File: config.mk
export PLATFORM = sky130hd
export DESIGN_NAME = sliding_window_mode_filter_top_flat
export DESIGN_NICKNAME = d
export VERILOG_FILES = /design/src/design/swmf_pkg.sv /design/src/design/swmf_if.sv /design/src/design/sliding_window_mode_filter_top.sv /design/src/design/swmf_cell.sv /design/src/design/swmf_vote.sv /design/src/flat_wrapper.sv
export SDC_FILE = /design/constraint.sdc
export NUM_CORES = 1
export LEC_CHECK = 0
export BUFFER_PORTS_ARGS = -buffer_cell sky130_fd_sc_hd__buf_2
export CAP_MARGIN = 20
export CORE_MARGIN = 2
export CORE_UTILIZATION = 64
export DETAILED_ROUTE_END_ITERATION = 8
export PLACE_DENSITY = 0.81
export SLEW_MARGIN = 20
export SYNTH_ARGS = -nofsm -noshare
export SYNTH_HDL_FRONTEND = slang
export SYNTH_SLANG_ARGS = --single-unit
File: constraint.sdc
create_clock -name clk -period 14.4 [get_ports clk]
set_input_delay 0 -clock clk [delete_from_list [all_inputs] [get_ports clk]]
set_output_delay 0 -clock clk [all_outputs]
set_load 0.005 [all_outputs]
File: src/design/swmf_pkg.sv
// ----------------------------------------------------------------------------
// swmf_pkg: shared definitions for the sliding window mode filter
// Window and label sizes, derived widths and the types that carry the
// per-cell label match vectors.
// ----------------------------------------------------------------------------
`default_nettype none

package swmf_pkg;

  // Window length and number of countable labels.
  localparam int WINDOW_LEN  = 10;
  localparam int LABEL_COUNT = 8;

  // Field widths.
  localparam int LABEL_W = 3;
  localparam int CFG_W   = 4;

  // A count must hold every value from zero up to the window length.
  localparam int CNT_W = $clog2(WINDOW_LEN + 1);

  // Reset value of the labels-in-use register.
  localparam logic [CFG_W-1:0] LABELS_IN_USE_RESET = CFG_W'(8);

  // One bit per label: set where a cell holds that label and it is counted.
  typedef logic [LABEL_COUNT-1:0] hit_vec_t;
  typedef hit_vec_t [WINDOW_LEN-1:0] hit_arr_t;

  typedef logic [LABEL_W-1:0] label_t;
  typedef logic [CNT_W-1:0] count_t;

endpackage

`default_nettype wire

File: src/design/swmf_if.sv
// ----------------------------------------------------------------------------
// swmf_if: stream channels of the sliding window mode filter
// Valid/ready channels for incoming labels and for filtered labels.
// ----------------------------------------------------------------------------
`default_nettype none

interface swmf_label_if;
  import swmf_pkg::*;

  logic   valid;
  logic   ready;
  label_t new_label;

  modport source (output valid, output new_label, input ready);
  modport sink (input valid, input new_label, output ready);
endinterface

interface swmf_mode_if;
  import swmf_pkg::*;

  logic   valid;
  logic   ready;
  label_t mode_label;

  modport source (output valid, output mode_label, input ready);
  modport sink (input valid, input mode_label, output ready);
endinterface

`default_nettype wire

File: src/design/sliding_window_mode_filter_top.sv
// ----------------------------------------------------------------------------
// sliding_window_mode_filter_top: majority filter over recent class labels
// Keeps the last ten labels and reports the most frequent counted one.
// ----------------------------------------------------------------------------
// Usage:
//   label_stream carries one class label per word; mode_stream returns one
//   filtered label per accepted word, in order. cfg_we/cfg_wdata write the
//   number of labels counted (labels 0 up to that number minus one; values
//   above the label count saturate); the user must write them only while
//   the block is idle, which the block itself does not enforce.
//   Each word shifts into a row of window cells; the oldest label drops out.
//   The count stage then registers the per-label sums of the cell match
//   vectors, and the output register takes the winner picked from them.
//   One word per cycle is sustained; the count stage and the output
//   register act as buffers, so input is still taken while a result waits.
//   Once both hold a word and the window holds one more word that is not yet
//   counted, label_stream.ready drops until mode_stream drains.
//   Reset clears the window to empty, empties the pipeline and sets the
//   label count to eight; an empty window yields label 0.
// ----------------------------------------------------------------------------
`default_nettype none

module sliding_window_mode_filter_top (
  input  wire logic                         clk,
  input  wire logic                         rst,
  swmf_label_if.sink                        label_stream,
  swmf_mode_if.source                       mode_stream,
  input  wire logic                         cfg_we,
  input  wire logic [swmf_pkg::CFG_W-1:0]   cfg_wdata
);
  import swmf_pkg::*;

  logic [CFG_W-1:0] labels_in_use;
  logic [CFG_W-1:0] active;
  hit_vec_t         label_en;
  logic             accept;
  logic             pend;
  logic             free;
  label_t           chain_label [WINDOW_LEN+1];
  logic             chain_valid [WINDOW_LEN+1];
  hit_arr_t         hits;

  // Configuration register.
  always_ff @(posedge clk) begin
    if (rst) begin
      labels_in_use <= LABELS_IN_USE_RESET;
    end else if (cfg_we) begin
      labels_in_use <= cfg_wdata;
    end
  end

  // Saturate the label count and build the counted-label mask.
  always_comb begin
    if (int'(labels_in_use) > LABEL_COUNT) begin
      active = CFG_W'(LABEL_COUNT);
    end else begin
      active = labels_in_use;
    end
    for (int l = 0; l < LABEL_COUNT; l++) begin
      label_en[l] = int'(active) > l;
    end
  end

  // A new word may enter once the previous window state has been counted.
  assign label_stream.ready = !pend || free;
  assign accept             = label_stream.valid && label_stream.ready;

  always_ff @(posedge clk) begin
    if (rst) begin
      pend <= 1'b0;
    end else if (accept) begin
      pend <= 1'b1;
    end else if (free) begin
      pend <= 1'b0;
    end
  end

  // Window cells, newest at the head of the row.
  assign chain_label[0] = label_stream.new_label;
  assign chain_valid[0] = 1'b1;

  for (genvar c = 0; c < WINDOW_LEN; c++) begin : g_cell
    swmf_cell u_cell (
      .clk       (clk),
      .rst       (rst),
      .shift     (accept),
      .label_in  (chain_label[c]),
      .valid_in  (chain_valid[c]),
      .label_en  (label_en),
      .label_out (chain_label[c+1]),
      .valid_out (chain_valid[c+1]),
      .hit       (hits[c])
    );
  end

  // Count and pick stages with the output register.
  swmf_vote u_vote (
    .clk         (clk),
    .rst         (rst),
    .pend        (pend),
    .hits        (hits),
    .free        (free),
    .mode_stream (mode_stream)
  );

endmodule

`default_nettype wire

File: src/design/swmf_cell.sv
// ----------------------------------------------------------------------------
// swmf_cell: one window slot
// Holds a label and its valid flag, passes them to the next slot on every
// shift and decodes the held label into a vector of counted-label hits.
// ----------------------------------------------------------------------------
`default_nettype none

module swmf_cell (
  input  wire logic                      clk,
  input  wire logic                      rst,
  input  wire logic                      shift,
  input  wire swmf_pkg::label_t          label_in,
  input  wire logic                      valid_in,
  input  wire swmf_pkg::hit_vec_t        label_en,
  output swmf_pkg::label_t               label_out,
  output logic                           valid_out,
  output swmf_pkg::hit_vec_t             hit
);
  import swmf_pkg::*;

  label_t label;
  logic   valid;

  // The valid flag is control state; the label is masked by it.
  always_ff @(posedge clk) begin
    if (rst) begin
      valid <= 1'b0;
    end else if (shift) begin
      valid <= valid_in;
    end
  end

  always_ff @(posedge clk) begin
    if (shift) begin
      label <= label_in;
    end
  end

  assign label_out = label;
  assign valid_out = valid;

  // Decode the held label; labels beyond the field range never match.
  always_comb begin
    hit = '0;
    for (int l = 0; l < LABEL_COUNT; l++) begin
      if (l < (1 << LABEL_W)) begin
        hit[l] = valid && label_en[l] && (label == LABEL_W'(l));
      end
    end
  end

endmodule

`default_nettype wire

File: src/design/swmf_vote.sv
// ----------------------------------------------------------------------------
// swmf_vote: count and pick stages
// Sums the hit vectors of all window cells into one count per label, then
// selects the label with the highest count, lowest label on a tie.
// ----------------------------------------------------------------------------
`default_nettype none

module swmf_vote (
  input  wire logic                 clk,
  input  wire logic                 rst,
  input  wire logic                 pend,
  input  wire swmf_pkg::hit_arr_t   hits,
  output logic                      free,
  swmf_mode_if.source               mode_stream
);
  import swmf_pkg::*;

  count_t counts [LABEL_COUNT];
  count_t counts_next [LABEL_COUNT];
  logic   cnt_valid;
  logic   out_adv;
  label_t best_label;
  count_t best_count;
  label_t mode;
  logic   out_valid;

  // Each stage moves on when the stage after it is empty or moving.
  assign out_adv = !out_valid || mode_stream.ready;
  assign free    = !cnt_valid || out_adv;

  // Per-label population count over the window cells.
  always_comb begin
    for (int l = 0; l < LABEL_COUNT; l++) begin
      counts_next[l] = '0;
      for (int c = 0; c < WINDOW_LEN; c++) begin
        counts_next[l] = counts_next[l] + CNT_W'(hits[c][l]);
      end
    end
  end

  always_ff @(posedge clk) begin
    if (rst) begin
      cnt_valid <= 1'b0;
    end else if (free) begin
      cnt_valid <= pend;
    end
  end

  always_ff @(posedge clk) begin
    if (free && pend) begin
      counts <= counts_next;
    end
  end

  // Strictly greater wins, so the lowest label keeps a tie.
  always_comb begin
    best_label = '0;
    best_count = '0;
    for (int l = 0; l < LABEL_COUNT; l++) begin
      if (counts[l] > best_count) begin
        best_count = counts[l];
        best_label = LABEL_W'(l);
      end
    end
  end

  // Output register.
  always_ff @(posedge clk) begin
    if (rst) begin
      out_valid <= 1'b0;
    end else if (out_adv) begin
      out_valid <= cnt_valid;
    end
  end

  always_ff @(posedge clk) begin
    if (out_adv && cnt_valid) begin
      mode <= best_label;
    end
  end

  assign mode_stream.valid      = out_valid;
  assign mode_stream.mode_label = mode;

endmodule

`default_nettype wire
File: src/flat_wrapper.sv
// flat-port wrapper written by rule: the top's interface ports become plain ports
module sliding_window_mode_filter_top_flat import swmf_pkg::*;
  (clk, rst, cfg_we, cfg_wdata, label_stream_valid, label_stream_new_label, label_stream_ready, mode_stream_valid, mode_stream_mode_label, mode_stream_ready);
  swmf_label_if label_stream_i ();
  swmf_mode_if mode_stream_i ();
  input  wire logic clk;
  input  wire logic rst;
  input  wire logic cfg_we;
  input  wire logic [swmf_pkg::CFG_W-1:0] cfg_wdata;
  input wire logic [$bits(label_stream_i.valid)-1:0] label_stream_valid;
  input wire logic [$bits(label_stream_i.new_label)-1:0] label_stream_new_label;
  output wire logic [$bits(label_stream_i.ready)-1:0] label_stream_ready;
  output wire logic [$bits(mode_stream_i.valid)-1:0] mode_stream_valid;
  output wire logic [$bits(mode_stream_i.mode_label)-1:0] mode_stream_mode_label;
  input wire logic [$bits(mode_stream_i.ready)-1:0] mode_stream_ready;
  assign label_stream_i.valid = label_stream_valid;
  assign label_stream_i.new_label = label_stream_new_label;
  assign label_stream_ready = label_stream_i.ready;
  assign mode_stream_valid = mode_stream_i.valid;
  assign mode_stream_mode_label = mode_stream_i.mode_label;
  assign mode_stream_i.ready = mode_stream_ready;
  sliding_window_mode_filter_top u_core (.clk(clk), .rst(rst), .label_stream(label_stream_i), .mode_stream(mode_stream_i), .cfg_we(cfg_we), .cfg_wdata(cfg_wdata));
endmodule
======== Yosys cells after proc, flatten, opt, wreduce, memory -nomap -nowiden ========
Index checks and enable logic that the tools add are counted.
word-level totals
  register bits after elaboration ......... 82
  latch bits .............................. 0
  memory bits (writable) .................. 0
  bits in read-only memories .............. 0
  input port bits ......................... 12
  output and inout port bits .............. 5
  memories ................................ 0
cells by class
  $add $sub $neg .......................... 72
  multiply operators ...................... 0
  div/mod/pow operators ................... 0
  $lt $le $gt $ge ......................... 17
  equality and inequality tests ........... 70
  shift-type cells ........................ 0
  muxes and demuxes ....................... 16
  bitwise gates (word level) .............. 0
  reduce and logical (&&, ||, !) cells .... 182
operator list
  operator              count
  $add A4 B1 Y4         48
  $logic_and A1 B1 Y1   163
  $eq A3 B3 Y1 const B  40
  $eq A3 B2 Y1 const B  20
  $add A3 B1 Y4         8
  $mux W4               8
  $eq A3 B1 Y1 const B  10
  $logic_not A3 Y1      10
  $gt A4 B4 Y1          7
  $add A2 B1 Y3         8
  $add A1 B1 Y2         8
  $gt A4 B3 Y1 const B  4
  $gt A4 B1 Y1 const B  3
  $gt A4 B2 Y1 const B  2
  $mux W3               2
  $gt A4 B4 Y1 const B  1
  $mux W1               4
  $mux W2               2
  $reduce_or A4 Y1      1
  $logic_not A1 Y1      3
  $logic_or A1 B1 Y1    3
  $reduce_bool A2 Y1    1
  $reduce_or A2 Y1      1

======== Longest topological paths before layout ========
Gate-level depths: netlist of run 1.
  depth after elaboration ................. 16
  gate-level depth with buffers ........... 60
  gate-level depth less buffers ........... 59

======== Cells and area by module ========
Synthesis of run 1 repeated with hierarchy kept, for this count alone.
second synthesis, totals
  cell total of the unflattened synthesis .. 654
  area total of the unflattened synthesis .. 6,685.2 µm²
modules (own cells, without submodules)
  module                          times used  cells an instance  area each (µm²)
  swmf_vote                       1           436                4,334.2
  swmf_cell                       10          19                 210.2
  sliding_window_mode_filter_top  1           28                 249.0

======== Worst setup path before layout of run 1 ========
OpenSTA, ideal clock, no wires.
  path type ............................... register to register
  from .................................... register u_core.u_vote.counts[25] in the netlist's numbering
  to ...................................... register u_core.u_vote.mode[1] (netlist: u_core.u_vote.mode_stream.mode_label[1]), data pin
  setup time .............................. 255 ps
  arrival ................................. 9,776 ps
  required time ........................... 14,145 ps
  setup slack ............................. 4,368 ps
  cell stages (with the launch flop) ...... 55
  clock period less this slack ............ 10,032 ps
  path through ............................ edfxtp_1 -> ha_1 -> nor2b_1 -> o211a_1 -> o21a_1 -> buf_6 -> mux2_2 -> ha_1 -> nor2_1 -> maj3_1 -> a32oi_1 -> nor2_1 -> a21oi_1 -> inv_1 -> ha_1 -> nand3_1 -> o31a_1 -> o21ai_0 -> [... 19 more ...] -> a22oi_1 -> ha_1 -> nor2b_1 -> o21ai_0 -> nand2b_1 -> a21oi_1 -> a41o_1 -> o21ai_0 -> a31oi_1 -> a22oi_1 -> ha_1 -> nor2b_1 -> o21ai_0 -> nand2b_1 -> a21oi_1 -> a41o_1 -> nand2_1 -> a31o_1
on the way
  word-level cells in the longest chain between the ends .. 14
  elaborated cells between the ends (all ways) .. 18
  classes of those cells .................. order compare: 7; mux: 10; reduce/logical: 1
RTL lines
  what                               RTL line         source
  start, declared                    swmf_vote.sv:18  count_t counts [LABEL_COUNT];
  start signal, assigned             swmf_vote.sv:51  counts <= counts_next;
  $gt A4 B4 Y1                       swmf_vote.sv:60  if (counts[l] > best_count) begin
  $mux W4 *                          swmf_vote.sv:60
  $gt A4 B4 Y1                       swmf_vote.sv:60
  $mux W4                            swmf_vote.sv:60
  $gt A4 B4 Y1                       swmf_vote.sv:60
  $mux W4                            swmf_vote.sv:60
  $gt A4 B4 Y1                       swmf_vote.sv:60
  $mux W4                            swmf_vote.sv:60
  $gt A4 B4 Y1                       swmf_vote.sv:60
  $mux W4                            swmf_vote.sv:60
  $gt A4 B4 Y1                       swmf_vote.sv:60
  $mux W4                            swmf_vote.sv:60
  $gt A4 B4 Y1                       swmf_vote.sv:60
  $reduce_or A2 Y1 (no source line)  -
  end signal, assigned               swmf_vote.sv:78  mode <= best_label;
  end, declared                      swmf_vote.sv:24  label_t mode;
Mark *: on every way between the ends. The rest lies on a longest branch, timed or not.
A chain may end at the register's enable or synchronous reset.

======== Final worst setup path of run 1 ========
Ends and elaborated chain as after synthesis.

==> impl_metrics.tcl, run 1 <==
set metrics [dict create \
    dieArea_sq_um 10630 \
    synth_top_area_share_pct 31.06 \
    grt_pass1_vias 4850 \
    synth_area_sq_um 6284 \
    first_pass_iters 6 \
    placed_cell_area_sq_um 6496 \
    synth_top_area_cell "edfxtp_1" \
    cts_max_path_buffers 2 \
    cts_made_buffers 9 \
    synthFlopType "edfxtp_1" \
    grt_usage_pct 30.12 \
    pre_cts_ws_ns 3.191 \
    synth_nets 708 \
    critPathMaxStageDelay_ns 0.43 \
    crit_path_start_kind "flip-flop" \
    reg2reg_slack_ns 3.03 \
    ys_types 67 \
    min_path_type "in -> reg" \
    layout_commonest_cell "inv_1" \
    path_class "reg -> reg" \
    maxSlewViolCount 0 \
    setup_viol 0 \
    hold_ws_ns 0.3447 \
    synth.area.top_cells "edfxtp_1 31%, fa_1 15%, ha_1 7.2%" \
    required_ns 14.54 \
    die_x_microns 103.1 \
    initial_core_util_pct 65.19 \
    avgViaCountPerCell 6.187 \
    max_freq_mhz 87.95 \
    cts-root-buf "clkbuf_8" \
    post-route-period-util_pct 78.96 \
    layout_common_cells "70 x inv_1, 65 x edfxtp_1, 48 x fa_1, 43 x nor2_1, 41 x nand3_1" \
    grt_max_degree 41 \
    wl_mm 14.70 \
    route.detailed.drc 0 \
    power_density_nw_per_um2 96.16 \
    hpwl_mm 11.29 \
    cap_violations 0 \
    wl_per_cell_microns 18.72 \
    tns_ns 0 \
    antenna_found_initial 0 \
    synth_edf_count 65 \
    cts_tree "built" \
    rows 36 \
    crit_slowest_cell "nor3_2" \
    cp.arrival_ns 11.51 \
    ys_warn_count 0 \
    core_sq_um 9639 \
    drtIter0Drc 317 \
    rsz0062_at_grt "no" \
    leakagePower_nw 2.578 \
    nNetsFinal 743 \
    grt_pass1_wl_mm 23.81 \
    crit_path_end_kind "flip-flop" \
    pin_count 17 \
    ys_ff_latch 82 \
    clk_pin_slew_worst_paths_ns 0.09 \
    setup_ws_ns 3.030 \
    clock_skew_ns 0.01026 \
    slew_headroom_pct 28.53 \
    min_period_ns 11.37 \
    hold_viol_final 0 \
    p_total_w 0.0006600 \
    syn_avg_cell_area_sq_um 10.27 \
    port-buffer-count 16 \
    fillers 709 \
    gp_congestion 0.9318 \
    ys_seq_area_share_pct 36.48 \
    async_flop_share_pct 0 \
    insertion_delay_ns 0.37 \
    numClockSinks 82 \
    n_antenna_cell 0 \
    die_y_microns 103.1 \
    via_count 4857 \
    crit_fanout 8 \
    h-tree-depth 3 \
    final_area_sq_um 6863 \
    status "finished clean" \
    ant_nets 0 \
    worst-slew-pin-transition_ns 1.045 \
    drive_gt1_share_pct 8.436 \
    area_delta_synth_final_pct 9.219 \
    irDropWorstVdd_v 0.00006756 \
    cts_resized 0 \
    cp_common_cell "ha_1" \
    grt.overflow.total 0 \
    syn_inst 612 \
]
## flip-flops by register name (all words and copies together) (netlist names)
signal	cells
u_core.u_vote.mode_stream.mode_label	3
u_core.g_cell.u_cell.valid_out	10
u_core.g_cell.u_cell.label_out	30
u_core.u_vote.counts	32
u_core.u_vote.cnt_valid	1
u_core.u_vote.mode_stream.valid	1
u_core.pend	1
u_core.labels_in_use	4
## stage by stage
step,std cells,util [%]
after floorplan,612,-
after global placement,751,67.39
after detailed placement,751,67.39
after CTS,785,71.20
after global routing,785,71.20
final,785,71.20
## layer usage
layer | global-route usage [%] | part of all wire, %
met5 | 0 | 0
met4 | 14.37 | 4.2
met3 | 4.949 | 5.6
met2 | 51.35 | 50
met1 | 37.56 | 40
## path summary, 6_finish.rpt
path | start | endpoint | cells past startpoint
worst min-delay path | label_stream_new_label[0] | u_core.g_cell[0].u_cell.label_out[0] | 2
worst max-delay path | u_core.u_vote.counts[25] | u_core.u_vote.mode_stream.mode_label[1] | 56
worst min register to register | u_core.pend | u_core.u_vote.cnt_valid | 2
worst max register to register | u_core.u_vote.counts[25] | u_core.u_vote.mode_stream.mode_label[1] | 56
## logic make-up (layout without fill, tap and decap cells)
kind of cell	count (synthesis)	in the layout	synth area share, %
xor gates and xnor gates	12	12	1.673
DFF	82	82	36.48
adders and majority gates	85	85	22.62
and+or+nand+nor	234	234	19.85
muxes	11	11	2.051
AOI/OAI and AO/OA	106	106	12.31
buffers and inverters	82	122	5.018
## synthesized netlist by cell type, types with 5 or more instances
cell	instances
nand4b_1	6
fa_1	48
o21a_1	5
xor2_1	10
o21ai_0	10
ha_1	36
inv_1	70
nand2b_1	5
edfxtp_1	65
a21oi_1	30
dfxtp_1	17
mux2_2	5
nor2b_1	31
mux2i_1	5
nor2_1	43
or3_1	5
clkbuf_1	11
nand4_1	35
nand2_1	39
nand3_1	41
and3_1	8
## where the power goes
group | internal, W | switching, W
Sequential | 0.000270 | 0.0000142
Combinational | 0.0000871 | 0.000125
Clock | 0.0000796 | 0.0000838
Total | 0.000437 | 0.000223
## repair_timing
| item | 4_1_cts | 5_1_grt |
|---|---|---|
| endpoints found under the hold margin | 17 | 0 |
| setup buffers | 0 | 0 |
| hold buffers | 18 | 0 |
## area by class of cell
type                       instances  area (sq um)  share of cell area (%)
multi-input combinational        448          3680                   53.62
clock inverter                     5         55.05                  0.8022
clock buffer                      11         131.4                   1.914
tap                              133         166.4                   2.425
inverter                          70         262.8                   3.829
timing repair buffer              36         275.3                   4.011
sequential                        82          2292                   33.40
## critical path: cells and delay by family (launching register included)
kind            cells  cell delay, ns
compound gates     27            5.16
simple gates       16            2.38
fa+ha+maj           7            2.29
mux                 2            0.64
flops               1            0.40
buf+inv             4            0.27
No activity file was read; power rests on OpenSTA's default activity.
==> run 2, diff against run 1 <==
==> constraint.sdc (replaced) <==
create_clock -name clk -period 10.8 [get_ports clk]
set_input_delay 0 -clock clk [delete_from_list [all_inputs] [get_ports clk]]
set_output_delay 0 -clock clk [all_outputs]
set_load 0.005 [all_outputs]
==> run 2 against run 1 <==
Net effect:
- setup slack got worse by 2.7 ns
- via count grew 2.3%
- clock skew shrank 0.0045 ns
- critical endpoint unchanged
- first-iteration DRC count increased by 18%
- largest power group unchanged
- core utilization rose by 3.0 points
- non-clock buffer count up 14
- cell count rose by 1.8%
- clock-buffer cell count increased by 1
- critical path depth fell by 3
- global-route usage is 0.93 points lower
- combinational power rose by 65%
==> impl_metrics.tcl, run 2 (same netlist as run 1, synthesis figures left out) <==
set metrics [dict create \
    status "finished clean" \
    pin_count 17 \
    critPathLaunch "u_core.u_vote.counts[29]" \
    critPathMaxStageDelay_ns 0.40 \
    rr_worst_depth 53 \
    hpwl_mm 11.20 \
    drive_gt1_share_pct 13.21 \
    cts_made_buffers 9 \
    dieArea_sq_um 10630 \
    cts_max_path_buffers 2 \
    layout_common_cells "69 x inv_1, 65 x edfxtp_1, 48 x fa_1, 41 x nand3_1, 41 x nor2_1" \
    layout_commonest_cell "inv_1" \
    top_register "u_core.u_vote.counts" \
    drtIter0Drc 374 \
    min_period_ns 10.47 \
    slew_headroom_pct 28.88 \
    grt_pass1_vias 4804 \
    initial_core_util_pct 65.19 \
    grt.overflow.total 0 \
    crit_path_end_kind "flip-flop" \
    cp_common_cell "ha_1" \
    hold_ws_ns 0.3573 \
    power_density_nw_per_um2 134.5 \
    ant_nets 0 \
    setup_viol 0 \
    max_freq_mhz 95.55 \
    gp_congestion 0.9615 \
    wl_mm 14.98 \
    hold_viol_final 0 \
    largest_reg_flops 32 \
    maxSlewViolCount 0 \
    required_ns 10.92 \
    post-route-period-util_pct 96.91 \
    first_pass_iters 5 \
    avgViaCountPerCell 6.219 \
    area_delta_synth_final_pct 13.82 \
    crit_fanout 6 \
    cp.arrival_ns 10.58 \
    timing.rr.start "u_core.u_vote.counts[29]" \
    leakagePower_nw 2.686 \
    wl_per_cell_microns 18.75 \
    clk_pin_slew_worst_paths_ns 0.08 \
    grt_pass1_wl_mm 23.16 \
    cts-root-buf "clkbuf_8" \
    port-buffer-count 16 \
    clock_skew_ns 0.005713 \
    crit_slowest_cell "edfxtp_1" \
    r2r-end "u_core.u_vote.mode_stream.mode_label[1]" \
    die_x_microns 103.1 \
    antenna_found_initial 0 \
    fin_util_pct 74.20 \
    min_path_type "in -> reg" \
    crit_path_start_kind "flip-flop" \
    hold_path_end "u_core.g_cell[0].u_cell.label_out[0]" \
    worst-slew-pin-transition_ns 1.040 \
    h-tree-depth 3 \
    insertion_delay_ns 0.36 \
    path_class "reg -> reg" \
    grt_usage_pct 29.19 \
    n_antenna_cell 0 \
    rows 36 \
    die_y_microns 103.1 \
    cts_tree "built" \
    nNetsFinal 757 \
    pre_cts_ws_ns 0.01757 \
    route.detailed.drc 0 \
    irDropWorstVdd_v 0.00009195 \
    numClockSinks 82 \
    via_count 4969 \
    cap_violations 0 \
    hold_depth 2 \
    reg2reg_slack_ns 0.33 \
    grt_max_degree 41 \
    holdCritStartpoint "label_stream_new_label[0]" \
    core_sq_um 9639 \
    setup_ws_ns 0.3342 \
]
==> run 2: changes by cell type in the layout (fill, tap and decap cells not counted), sizes merged <==
cell / change
clkbuf: +1
inv: +1
clkinvlp: -2
buf: +14
==> run 2: timing repair <==
action / 4_1_cts / 5_1_grt
pin swaps: 0 / 12
hold endpoints to repair: 13 / 0
hold buffers: 18 / 0
setup endpoints to repair: 1 / 3
resized for setup: 1 / 33
gates cloned: 0 / 0
buffers inserted: 0 / 11
==> run 2: metal layers <==
metal  wire length [microns]  track usage, %  share of wire [%]  vias up
met5                       0               0                  0        -
met4                     857           15.89                5.7        0
met3                     870           5.356                5.8       66
met2                    7238           48.10                 48      216
met1                    6015           36.68                 40     2375
li1                        -               -                  -     2312
==> run 2: power by group <==
group / leakage [nW] / switching, W / internal, W
Combinational: 1.81 / 0.000191 / 0.000158
Clock: 0.112 / 0.000106 / 0.000127
Sequential: 0.766 / 0.0000191 / 0.000360
==> run 2: per-stage QoR <==
| step | cells | instance area [sq um] | TNS, ns | power, W |
|---|---|---|---|---|
| after CTS | 788 | 6919 | 0 | 0.0009024 |
| after detailed placement | 754 | 6519 | 0 | 0.0006661 |
| final | 799 | 7152 | 0 | 0.0009620 |
| after global routing | 799 | 7152 | -0.3962 | 0.001010 |
| after floorplan | 612 | 6284 | 0 | 0.0005940 |
| after global placement | 754 | 6519 | 0 | 0.0006580 |
==> run 2: area by class of cell <==
| cell class | count | area [sq um] |
|---|---|---|
| Clock buffer | 12 | 166.4 |
| Clock inverter | 4 | 46.29 |
| Fill cell | 657 | 2487 |
| Inverter | 70 | 262.8 |
| Multi-Input combinational cell | 448 | 3837 |
| Sequential cell | 82 | 2292 |
| Tap cell | 133 | 166.4 |
| Timing Repair Buffer | 50 | 380.4 |
==> run 2: how the worst max path moves through the flow <==
stage | endpoint | slack [ns] | depth (start not counted)
after floorplan | u_core.u_vote.mode_stream.mode_label[1] | 0.77 | 54
after global placement | u_core.u_vote.mode_stream.mode_label[1] | 0.39 | 53
after detailed placement | u_core.u_vote.mode_stream.mode_label[1] | 0.02 | 55
after CTS | u_core.u_vote.mode_stream.mode_label[1] | 0.03 | 55
after global routing | u_core.u_vote.mode_stream.mode_label[1] | -0.16 | 52
final | u_core.u_vote.mode_stream.mode_label[1] | 0.33 | 53
==> run 2: worst max-delay path: cells and delay by family, from the launching register on <==
family	cells	cell delay [ns]
AO/OA/AOI/OAI	25	4.69
adder cells (fa/ha/maj)	8	2.29
buffers and inverters	5	0.45
flip-flops	1	0.40
multiplexers	3	0.92
AND/OR/NAND/NOR	12	1.47
==> run 3, diff against run 2 <==
--- a/config.mk
+++ b/config.mk
@@ -7,10 +7,12 @@
 export LEC_CHECK = 0
 export BUFFER_PORTS_ARGS = -buffer_cell sky130_fd_sc_hd__buf_2
 export CAP_MARGIN = 20
+export CELL_PAD_IN_SITES_DETAIL_PLACEMENT = 1
+export CELL_PAD_IN_SITES_GLOBAL_PLACEMENT = 1
 export CORE_MARGIN = 2
-export CORE_UTILIZATION = 64
+export CORE_UTILIZATION = 42
 export DETAILED_ROUTE_END_ITERATION = 8
-export PLACE_DENSITY = 0.81
+export PLACE_DENSITY = 0.72
 export SLEW_MARGIN = 20
 export SYNTH_ARGS = -nofsm -noshare
 export SYNTH_HDL_FRONTEND = slang
==> run 3 against run 2 <==
Net effect:
- register-to-register slack improved by 0.05 ns
- sequential cell count unchanged
- sequential share of layout area fell by 0.68 points
- global-route usage fell by 6.8 points
- setup slack improved by 0.053 ns
- non-clock buffer count is 4 lower
- total power is 12% higher
- wire length rose by 18%
==> impl_metrics.tcl, run 3 (same netlist as run 1, synthesis figures left out) <==
set metrics [dict create \
    status "finished clean" \
    irDropWorstVdd_v 0.0001694 \
    wl_per_cell_microns 20.96 \
    route.detailed.drc 0 \
    numClockSinks 82 \
    drtIter0Drc 317 \
    hold_viol_final 0 \
    maxSlewViolCount 0 \
    grt.overflow.total 0 \
    grt_usage_pct 22.37 \
    insertion_delay_ns 0.35 \
    crit_fanout 7 \
    final_area_sq_um 7307 \
    avgViaCountPerCell 5.791 \
    post-route-period-util_pct 96.42 \
    cp_common_cell "ha_4" \
    crit_path_start_kind "flip-flop" \
    layout_commonest_cell "inv_1" \
    nNetsFinal 753 \
    critPathMaxStageDelay_ns 0.42 \
    required_ns 10.91 \
    fin_util_pct 50.09 \
    top_register "u_core.u_vote.counts" \
    first_pass_iters 5 \
    core_sq_um 14590 \
    path_class "reg -> reg" \
    power_density_nw_per_um2 146.8 \
    initial_core_util_pct 43.07 \
    drive_gt1_share_pct 14.05 \
    min_period_ns 10.41 \
    crit_path_end_kind "flip-flop" \
    grt_util_met3_pct 3.037 \
    wl_mm 17.74 \
    setup_viol 0 \
    cts_max_path_buffers 2 \
    port-buffer-count 16 \
    use_met2_pct 39.09 \
    hpwl_mm 13.37 \
    gp_congestion 0.9186 \
    cts_tree "built" \
    rows 44 \
    via_count 4899 \
    grt_max_degree 41 \
    max_freq_mhz 96.03 \
    cap_violations 0 \
    die_y_microns 126.3 \
    grt_pass1_vias 5247 \
    leakagePower_nw 2.716 \
    min_path_type "in -> reg" \
    area_delta_synth_final_pct 16.29 \
    crit_slowest_cell "or3_4" \
    clock_skew_ns 0.009017 \
    pin_count 17 \
    cts_made_buffers 9 \
    n_antenna_cell 0 \
    dieArea_sq_um 15960 \
    met1_usage_pct 27.01 \
    tns_ns 0 \
    h-tree-depth 3 \
    layout_common_cells "67 x inv_1, 65 x edfxtp_1, 48 x fa_1, 41 x nand3_1, 41 x nor2_1" \
    placed_cell_area_sq_um 6575 \
    worst-slew-pin-transition_ns 1.088 \
    slew_headroom_pct 25.58 \
    antenna_found_initial 0 \
    grt_pass1_wl_mm 27.52 \
    layoutNonFillerInstCount 846 \
    ant_nets 0 \
    busiest_layer "met2" \
    largest_reg_flops 32 \
    cp.arrival_ns 10.52 \
    clk_pin_slew_worst_paths_ns 0.06 \
    place_inst 803 \
    die_x_microns 126.3 \
    cts-root-buf "clkbuf_16" \
]
==> run 3: changes by cell type in the layout (fill, tap and decap cells not counted), sizes merged <==
cell | previous run | this run
dlygate4sd3 | 18 | 13
clkbuf | 12 | 11
bufinv | 1 | 2
buf | 32 | 33
clkinv | 2 | 3
inv | 71 | 70
==> run 3: final timing paths <==
check | start | endpoint | slack [ns] | cells past startpoint
setup / recovery | u_core.u_vote.counts[25] | u_core.u_vote.mode_stream.mode_label[1] | 0.39 | 56
hold / removal | cfg_we | u_core.labels_in_use[0] | 0.01 | 3
setup reg to reg | u_core.u_vote.counts[25] | u_core.u_vote.mode_stream.mode_label[1] | 0.39 | 56
hold reg to reg | u_core.g_cell[2].u_cell.label_out[2] | u_core.g_cell[3].u_cell.label_out[2] | 0.53 | 0
==> run 3: metal layers <==
metal  routed length (microns)  part of all wire (%)
met1                      7310                    41
met3                       636                   3.6
met2                      9166                    52
met5                         0                     0
met4                       622                   3.5
==> run 3: through the flow <==
step | hold slack [ns] | total power, W | setup WS [ns]
floorplan | 0.09887 | 0.0005940 | 0.7683
global placement | 0.1782 | 0.0006619 | 0.1205
detailed placement | 0.1791 | 0.0006755 | -0.5117
CTS | 0.007202 | 0.001014 | 0.03935
global route | 0.03397 | 0.001130 | -0.2367
finish | 0.01011 | 0.001073 | 0.3868
==> run 3: worst max-delay path, delay by kind of cell (launching register included) <==
family	cells	cell delay, ns
flops	1	0.39
fa+ha+maj	7	1.98
simple gates	15	2.43
buf+inv	6	0.65
compound gates	26	4.06
mux	2	0.63
==> run 3: report_power, final <==
group	leakage (nW)	internal [W]	switching, W	total, W
combinational	1.80	0.000165	0.000204	0.000369
clock	0.153	0.000202	0.000121	0.000323
sequential	0.766	0.000361	0.0000200	0.000381
==> run 3: what timing repair did <==
item,in CTS,in global routing
buffers inserted,4,10
gates resized for setup,10,31
hold buffers,13,0
endpoints found under the setup margin,3,3
endpoints found under the hold margin,10,0
pin swaps,4,14
==> run 3: final cells by class <==
type,count,area [sq um]
Fill cell,1621,7282
Clock buffer,11,232.7
Timing Repair Buffer,46,337.8
Clock inverter,5,78.83
Multi-Input combinational cell,448,3872
Sequential cell,82,2292
Tap cell,184,230.2
Inverter,70,262.8
